**src/rtl/lpmrt_ram.sv**
```systemverilog
// Generic simple dual-port RAM with one write port and a registered read port.
module lpmrt_ram #(
  parameter int WIDTH = 8,
  parameter int DEPTH = 64
) (
  input  logic                     clk,
  input  logic                     we,
  input  logic [$clog2(DEPTH)-1:0] waddr,
  input  logic [WIDTH-1:0]         wdata,
  input  logic [$clog2(DEPTH)-1:0] raddr,
  output logic [WIDTH-1:0]         rdata
);

  logic [WIDTH-1:0] mem [DEPTH];

  always_ff @(posedge clk) begin
    if (we) begin
      mem[waddr] <= wdata;
    end
    rdata <= mem[raddr];
  end

endmodule

```
**config.mk**
```make
export PLATFORM = sky130hd
export DESIGN_NAME = lpmrt_ram
export DESIGN_NICKNAME = d
export VERILOG_FILES = /design/src/rtl/lpmrt_ram.sv
export SDC_FILE = /design/constraint.sdc
export NUM_CORES = 1
export LEC_CHECK = 0
export ABC_AREA = 0
export BUFFER_PORTS_ARGS = -buffer_cell sky130_fd_sc_hd__clkbuf_2
export CELL_PAD_IN_SITES_DETAIL_PLACEMENT = 1
export CELL_PAD_IN_SITES_GLOBAL_PLACEMENT = 2
export CORE_UTILIZATION = 40
export CTS_CLUSTER_SIZE = 30
export DETAILED_ROUTE_END_ITERATION = 10
export PLACE_DENSITY_LB_ADDON = 0.1
export SETUP_SLACK_MARGIN = 0.4
export SYNTH_ARGS = -nofsm -noshare
export SYNTH_HDL_FRONTEND = slang
export SYNTH_SLANG_ARGS = --single-unit
```
**constraint.sdc**
```tcl
create_clock -name clk -period 4.1 [get_ports clk]
set_clock_uncertainty 0.2 [all_clocks]
set_input_delay 0.82 -clock clk [delete_from_list [all_inputs] [get_ports clk]]
set_output_delay 0.82 -clock clk [all_outputs]
set_load 0.05 [all_outputs]
```
==> qor.yml <==
power:
  powerDensity_nw_per_um2: 481
  p_leak_nw: 7.42
  ir_drop_v: 0.000337
critical_path:
  crit_path_frequent_cell: "mux4_2"
  crit_family: "multiplexers"
  reg2regPathDepth: 4
  path_depth: 6
  endpoint_kind: "flop"
  start_kind: "primary input"
  crit_fanout: 40
  crit_type: "primary input to flop"
  critPathArrivalTime_ns: 3.06
  crit_chain: "clkbuf_8 > buf_12 > mux4_2 > mux4_2 > nor2_1 > o32ai_1"
  cp_slowest_cell: "mux4_2"
  required_ns: 4.36
  worst_path_largest_cell_delay_ns: 0.55
  cp_num_buf_inv: 2
floorplan:
  die_area_um2: 51300
  fp.dieH_um: 227
  core_area_um2: 49400
  fp-row-count: 81
  ios: 30
  fp.dieW_um: 227
  start_util_pct: 40.9
global_routing:
  grt_antenna_before_repair: 0
  gr-usage-all-layers_pct: 20.8
  grt_pass1_vias: 10400
  overflow: 0
  grt_pass1_wl_mm: 74.3
  grt_max_degree: 65
yosys:
  yosysTopAreaCell: "edfxtp_1"
  synth.area.top_cells: "edfxtp_1, mux4_2, nor2_1"
  async_flop_share_pct: 0
  synth.most_common_cell: "edfxtp_1"
  synth_edf_count: 512
  syn-num-nets: 962
  synth-seq-area-share_pct: 77.0
  synth_top_area_share_pct: 76.2
  synthCells: 940
  yosysWarnings: 0
  ys.flop_type: "edfxtp_1"
  ys_types: 40
  syn_area_um2: 20200
  synth_common_cells: "edfxtp_1, mux4_2, nor2_1"
  synth-seq-cells: 520
  synth_area_per_cell_um2: 21.5
clock_network:
  post_cts_resized: 0
  post_cts_buffers: 0
  cts_buffers: 54
  root_buffer: "clkbuf_16"
  hold_buffers: 0
  clk_pin_slew_ns: 0.06
  clk-insertion-delay-late_ns: 0.61
  cts_num_sinks: 520
  cts_tree: "done"
  clockBufferDepth: 3
  cts-htree-levels: 2
timing:
  setup_tns_ns: 0
  min_period_over_period_pct: 68.3
  relSlewSlack_pct: 18.9
  worstMarginPinSlew_ns: 1.22
  clock.fmax_mhz: 357
  rsz0062_at_grt: "false"
  drv_slew: 0
  hold_viol_final: 0
  finalSetupViolCount: 0
  period_minus_slack_ns: 2.80
cells_and_area:
  utilization_pct: 47.2
  antennaDiodeCount: 0
  areaGrowthSynthToFinish_pct: 15.6
  layout-drive-gt1-share_pct: 30.1
  fin_nets: 1092
placement:
  place_hpwl_mm: 32.5
  portBuffers: 29
  gp_congestion: 0.760
detailed_routing:
  finalWirelength_mm: 51.2
  dr.first_iter.drc_count: 706
  drc: 0
  firstDrtPassIters: 5
  route.vias.total: 9761
  drt-vias-per-instance: 5.50
  drtAntennaViolNets: 0
  wl_per_cell_um: 28.9
run:
  drv_cap: 0
status:
  status: "complete, no violations"
min_path:
  hold_class: "primary input to flop"
  hold_depth: 3
==> layout by cell type, fill, tap and decap left out, types with 13 or more instances in the layout <==
cell       netlist  final
clkinv_1         0     15
edfxtp_1       512    512
mux2i_1         23     23
clkbuf_16        0     57
nand2_1         19     19
clkbuf_1        17     14
buf_4           13     91
clkbuf_2         0     26
mux4_2         126    126
nor2_1          83     83
nor2b_1         14     14
mux2_2          13     13
nand3_1         13     13
==> through the flow <==
stage / area [µm²] / cells / worst slack [ns] / power, mW / hold slack [ns]
final: 23300 / 1775 / 1.30 / 11.2 / 0.574
after global routing: 23300 / 1775 / 1.19 / 11.5 / 0.590
after CTS: 23300 / 1775 / 1.26 / 11.3 / 0.532
after detailed placement: 21600 / 1678 / 0.619 / 6.65 / 0.632
after global placement: 21600 / 1678 / 0.629 / 6.64 / 0.619
after floorplan: 20200 / 940 / 1.41 / 6.36 / 0.518
==> state kept, by name (all words and copies together) (netlist names) <==
signal  count
mem       512
rdata       8
==> cell families after synthesis <==
kind of cell,count (synthesis),share of synthesized area (%)
AOI/OAI and AO/OA,54,2.07
buffers and inverters,51,1.57
DFF,520,77.0
muxes,162,15.9
and+or+nand+nor,153,3.39
==> path summary, 6_finish.rpt <==
path | from | endpoint | slack (ns)
setup reg to reg | mem[6][7] | rdata[7] | 1.82
setup / recovery | raddr[0] | rdata[4] | 1.30
hold reg to reg | mem[23][1] | rdata[1] | 0.63
hold / removal | raddr[5] | rdata[1] | 0.57
==> power by group <==
part | internal (mW) | switching, mW
clock | 2.70 | 1.99
combinational | 0.222 | 0.393
sequential | 5.89 | 0.0229
total | 8.81 | 2.41
==> per-layer routing <==
| metal | global-route usage (%) | wire (µm) |
|---|---|---|
| met5 | 0 | 0 |
| met4 | 7.06 | 1620 |
| met3 | 3.29 | 2370 |
| met2 | 31.6 | 23200 |
| met1 | 30.5 | 24100 |
==> area by class of cell <==
| type | count | area, µm² |
|---|---|---|
| sequential | 520 | 15500 |
| clock inverter | 26 | 186 |
| timing repair buffer | 125 | 967 |
| clock buffer | 71 | 1480 |
| multi-input combinational | 369 | 4320 |
| fill | 4529 | 26000 |
| tap | 664 | 831 |
==> worst register-to-register path, stage by stage (launching register included) <==
cell,delay (ns)
edfxtp_1,0.36
mux4_2,0.46
mux2_2,0.32
o311ai_1,0.66
nand2_1,0.12
Note: power is estimated with default switching activity, not from simulation.
