File: src/rtl/lpmrt_pkg.sv
// Shared types, codes and helper functions for the longest-prefix-match route table.
package lpmrt_pkg;

  localparam logic [1:0] OP_INSERT = 2'd0;
  localparam logic [1:0] OP_DELETE = 2'd1;
  localparam logic [1:0] OP_QUERY  = 2'd2;

  localparam logic [1:0] ST_DONE = 2'd0;
  localparam logic [1:0] ST_FULL = 2'd1;
  localparam logic [1:0] ST_MISS = 2'd2;

  localparam logic [5:0]  MAX_LEN   = 6'd32;
  localparam logic [31:0] FULL_MASK = 32'hffff_ffff;

  typedef struct packed {
    logic [1:0]  operation;
    logic [31:0] address;
    logic [5:0]  prefix_len;
    logic [7:0]  port;
    logic [31:0] next_hop;
    logic [7:0]  metric;
  } req_t;

  typedef struct packed {
    logic        found;
    logic [31:0] next_hop_out;
    logic [7:0]  port_out;
    logic [7:0]  metric_out;
    logic [1:0]  status;
  } rsp_t;

  // Tag memory word: valid, saturated length, masked key
  typedef struct packed {
    logic        valid;
    logic [5:0]  len;
    logic [31:0] key;
  } tag_t;

  // Data memory word
  typedef struct packed {
    logic [7:0]  metric;
    logic [7:0]  port;
    logic [31:0] hop;
  } data_t;

  localparam int TAG_W  = $bits(tag_t);
  localparam int DATA_W = $bits(data_t);

  typedef struct packed {
    logic clear;
    logic vld;
  } scan_ctl_t;

  typedef struct packed {
    logic exact_found;
    logic free_found;
    logic best_found;
  } scan_flags_t;

  typedef enum logic [2:0] {
    S_CLEAR,
    S_IDLE,
    S_SCAN,
    S_DRAIN,
    S_ACT,
    S_QWAIT,
    S_DONE
  } state_t;

  function automatic logic [31:0] len_mask(input logic [5:0] len);
    logic [31:0] m;
    if (len >= MAX_LEN) begin
      m = FULL_MASK;
    end else begin
      m = (32'd1 << len) - 32'd1;
    end
    return m;
  endfunction

  function automatic logic [5:0] sat_len(input logic [5:0] len);
    return (len > MAX_LEN) ? MAX_LEN : len;
  endfunction

endpackage

File: src/rtl/lpmrt_scan.sv
// Per-entry compare unit: tracks exact match, first free slot and longest prefix over a sweep.
module lpmrt_scan import lpmrt_pkg::*; #(
  parameter int IDX_W = 6
) (
  input  logic             clk,
  input  logic             rst,
  input  scan_ctl_t        ctl,
  input  logic [IDX_W-1:0] idx,
  input  tag_t             tag,
  input  logic [31:0]      key,
  input  logic [5:0]       len,
  input  logic [31:0]      addr,
  output scan_flags_t      flags,
  output logic [IDX_W-1:0] exact_idx,
  output logic [IDX_W-1:0] free_idx,
  output logic [IDX_W-1:0] best_idx
);

  logic [5:0] best_len;
  logic       exact_hit;
  logic       prefix_hit;

  assign exact_hit  = tag.valid && (tag.len == len) && (tag.key == key);
  assign prefix_hit = tag.valid && (((tag.key ^ addr) & len_mask(tag.len)) == 32'd0);

  always_ff @(posedge clk) begin
    if (rst || ctl.clear) begin
      flags <= '0;
    end else if (ctl.vld) begin
      if (exact_hit && !flags.exact_found) begin
        flags.exact_found <= 1'b1;
      end
      if (!tag.valid && !flags.free_found) begin
        flags.free_found <= 1'b1;
      end
      if (prefix_hit) begin
        flags.best_found <= 1'b1;
      end
    end
  end

  // Hold indexes of the first hits; take a later prefix only if strictly longer
  always_ff @(posedge clk) begin
    if (ctl.vld) begin
      if (exact_hit && !flags.exact_found) begin
        exact_idx <= idx;
      end
      if (!tag.valid && !flags.free_found) begin
        free_idx <= idx;
      end
      if (prefix_hit && (!flags.best_found || tag.len > best_len)) begin
        best_idx <= idx;
        best_len <= tag.len;
      end
    end
  end

endmodule

File: config.mk
export PLATFORM = sky130hd
export DESIGN_NAME = lpmrt_scan
export DESIGN_NICKNAME = d
export VERILOG_FILES = /design/src/rtl/lpmrt_pkg.sv /design/src/rtl/lpmrt_scan.sv
export SDC_FILE = /design/constraint.sdc
export NUM_CORES = 1
export LEC_CHECK = 0
export BUFFER_PORTS_ARGS = -buffer_cell sky130_fd_sc_hd__buf_2
export CAP_MARGIN = 20
export CELL_PAD_IN_SITES_DETAIL_PLACEMENT = 1
export CELL_PAD_IN_SITES_GLOBAL_PLACEMENT = 1
export CORE_AREA = 2 2 107 78
export CTS_CLUSTER_DIAMETER = 120
export DETAILED_ROUTE_END_ITERATION = 10
export DIE_AREA = 0 0 109 80
export PLACE_DENSITY = 0.82
export SETUP_SLACK_MARGIN = 0.1
export SLEW_MARGIN = 15
export SYNTH_ARGS = -nofsm -noshare
export SYNTH_HDL_FRONTEND = slang
export SYNTH_SLANG_ARGS = --single-unit
File: constraint.sdc
create_clock -name clk -period 8.3 [get_ports clk]
set_input_delay 2.49 -clock clk [delete_from_list [all_inputs] [get_ports clk]]
set_output_delay 2.49 -clock clk [all_outputs]
set_load 0.05 [all_outputs]
==> run_results.csv <==
group,metric,value,unit
setup_path,r2r_start,"best_len[1]",
cts,numCtsBuffers,3,
pwr,pwr-share-comb,0.366,
cts,root_buffer,"clkbuf_8",
pwr,power_density,104,nW/um2
global_route,grt_pass1_vias,3085,
placed_design,portBuffers,139,
cts,clkTransAtPathRegs,90,ps
layout,final_cell_mix,"139 x buf_2, 49 x xor2_1, 24 x edfxtp_1",
timing,fmaxAchievable,150,MHz
timing,post-route-worst-setup-slack,1650,ps
die,rows,27,
pwr,p_leak,0.00146,uW
route,drc,0,
setup_path,cp.required,8210,ps
cts,cts_tree,"built",
synthesis,synth_edf_count,24,
global_route,grt_overflow,0,
setup_path,cp-start-kind,"input port",
synthesis,yosys_register_bits,27,
timing,final_hold_viol_count,0,
die,die_w,109,um
pwr,finalPower,356,uW
worst_hold_path,worstHoldPathType,"reg -> reg",
global_route,grt_max_degree,32,
cts,cts_setup_buffers,0,
layout,num_antenna_cells,0,
layout,drive_above_1_share,0.360,
synthesis,ys.flop_type,"edfxtp_1",
global_route,antenna_found_initial,0,
cts,cts.repair.resized,0,
synthesis,synth_area_leader_cell,"edfxtp_1",
placed_design,place.gp.congestion,0.949,
pwr,p_clk_frac,0.214,
timing,rsz0062_at_grt,"no",
synthesis,synth_top_area_frac,0.274,
setup_path,arrival,6560,ps
route,firstDrtPassIters,4,
synthesis,seq_area_frac_synth,0.297,
setup_path,path_class,"in -> reg",
setup_path,r2r_cells,9,
die,io_pins,140,
timing,worst_pin_slew,711,ps
status,outcome,"complete, no violations",
synthesis,netlist_area,2630,um2
setup_path,cp_max_fo,31,
synthesis,synthTopCellsByArea,"edfxtp_1 27%, xor2_1 16%, xnor2_1 7.7%",
cts,numClockSinks,27,
setup_path,r2r_slack,6000,ps
route,ant_nets,0,
pwr,seqPwrFrac,0.420,
layout,syn_to_final_growth,30.5,%
die,dieArea,8720,um2
timing,finClkSkew,4.13,ps
synthesis,avgSynthCellArea,8.89,um2
timing,fin_tns_setup,0,ps
die,start_util,0.343,
timing,setup_viol,0,
timing,hold_slack,514,ps
layout,fin_cells,523,
cts,htree_num_levels,1,
synthesis,synth_warnings,0,
timing,slew_violations,0,
timing,slew_headroom,0.526,
pwr,switching_share,0.331,
route,avgViaCountPerCell,5.50,
synthesis,synthesis.instances,296,
cts,cts_hold_buffers,0,
route,routed_wirelength,9.78,mm
global_route,grt_use_total,0.226,
pwr,internal-power,239,uW
die,fp.dieH,80,um
setup_path,endpoint,"best_idx[4]",
cts,cts_buffer_depth,2,
flow_run,drv_cap,0,
timing,fin_crit_sh,0.801,
worst_hold_path,worst_hold_startpoint,"flags[2]",
pwr,switching_power,118,uW
placed_design,post-place-cells,519,
synthesis,synthArstFlopShare,0,
route,num_vias,2877,
global_route,grt_pass1_wl,15.3,mm
route,wl_per_cell,18.7,um
placed_design,post-place-ws,1090,ps
setup_path,rr_endpoint,"best_idx[4]",
die,core_region_area,7670,um2
synthesis,synth_nets,422,
layout,final_common_cell,"buf_2",
setup_path,crit_start,"tag[36]",
placed_design,dp.final_hpwl,8.04,mm
pwr,vdd_drop_max,0.0000587,V
layout,fin_nets,549,
setup_path,crit_path_end_kind,"register",
cts,insertion_delay,270,ps
synthesis,synthDistinctLibCells,53,
route,drt_iter0_markers,237,
timing,period_needed,6650,ps
## flip-flops by register name (all words and copies together) (netlist names)
name and cells:
flags 3, best_idx 6, exact_idx 6, free_idx 6, best_len 6
## worst max-delay path, stage by stage
cell and delay (ps):
buf_2 440, or2_0 390, or4_1 190, ha_1 570, inv_1 220, nor4_1 470
a221oi_1 150, nor3_1 300, o2111ai_1 180, or4b_4 590, a21oi_2 550
## how the worst min path moves through the flow
stage | cells after the start | end | slack (ps)
after global placement | 2 | flags[0] | 460
after floorplan | 2 | flags[0] | 690
final | 2 | flags[2] | 510
after detailed placement | 2 | flags[0] | 470
after CTS | 2 | flags[0] | 510
after global routing | 2 | flags[0] | 540
## through the flow
step | area [um2] | util
2_1_floorplan | 2630 | -
3_3_place_gp | 3380 | 0.440
3_5_place_dp | 3380 | 0.440
4_1_cts | 3430 | 0.447
5_1_grt | 3430 | 0.448
6_report | 3430 | 0.448
## power groups by stage
| stage | clock, uW | combinational, uW | sequential, uW |
|---|---|---|---|
| finish | 76.1 | 130 | 150 |
| global route | 83.9 | 142 | 150 |
| CTS | 77.3 | 130 | 150 |
| detailed placement | 0 | 129 | 153 |
| global placement | 0 | 126 | 153 |
| floorplan | 0 | 65.5 | 158 |
## area by class of cell
type / count / area, um2
Fill cell: 949 / 4230
Multi-Input combinational cell: 239 / 1730
Sequential cell: 27 / 781
Timing Repair Buffer: 140 / 703
Tap cell: 101 / 126
Inverter: 12 / 45.0
Clock buffer: 3 / 41.3
Clock inverter: 1 / 7.51
## routing by layer
metal	routed length (um)	part of all wire	track usage	up-vias
li1	-	-	-	1353
met5	0	0	0	-
met1	4070	0.42	0.289	1368
met3	889	0.091	0.0539	10
met2	4720	0.48	0.387	146
met4	106	0.011	0.0436	0
## cells in the mapped netlist, drive strengths merged (2+ instances only)
cell type	number
o211ai	2
o31ai	5
nor4	13
nand2	8
a311oi	2
o22ai	2
dfxtp	3
edfxtp	24
nand3	7
nand2b	5
a21oi	10
o311ai	2
nor3	11
nand4	7
inv	12
or4	4
o21a	4
xnor2	23
a31oi	7
a211oi	4
or2	3
a221oi	4
buf	11
ha	7
clkbuf	7
nor2b	4
nor3b	3
nor2	13
o21bai	2
xor2	49
nor4b	2
and3	4
or4b	2
o21ai	18
o2111ai	3
## cell families after synthesis
group,synth area share
simple gates,0.195
compound gates,0.186
xor+xnor,0.240
buf+inv,0.0494
flops,0.297
fa+ha+maj,0.0333
(Power assumes the default switching activity.)
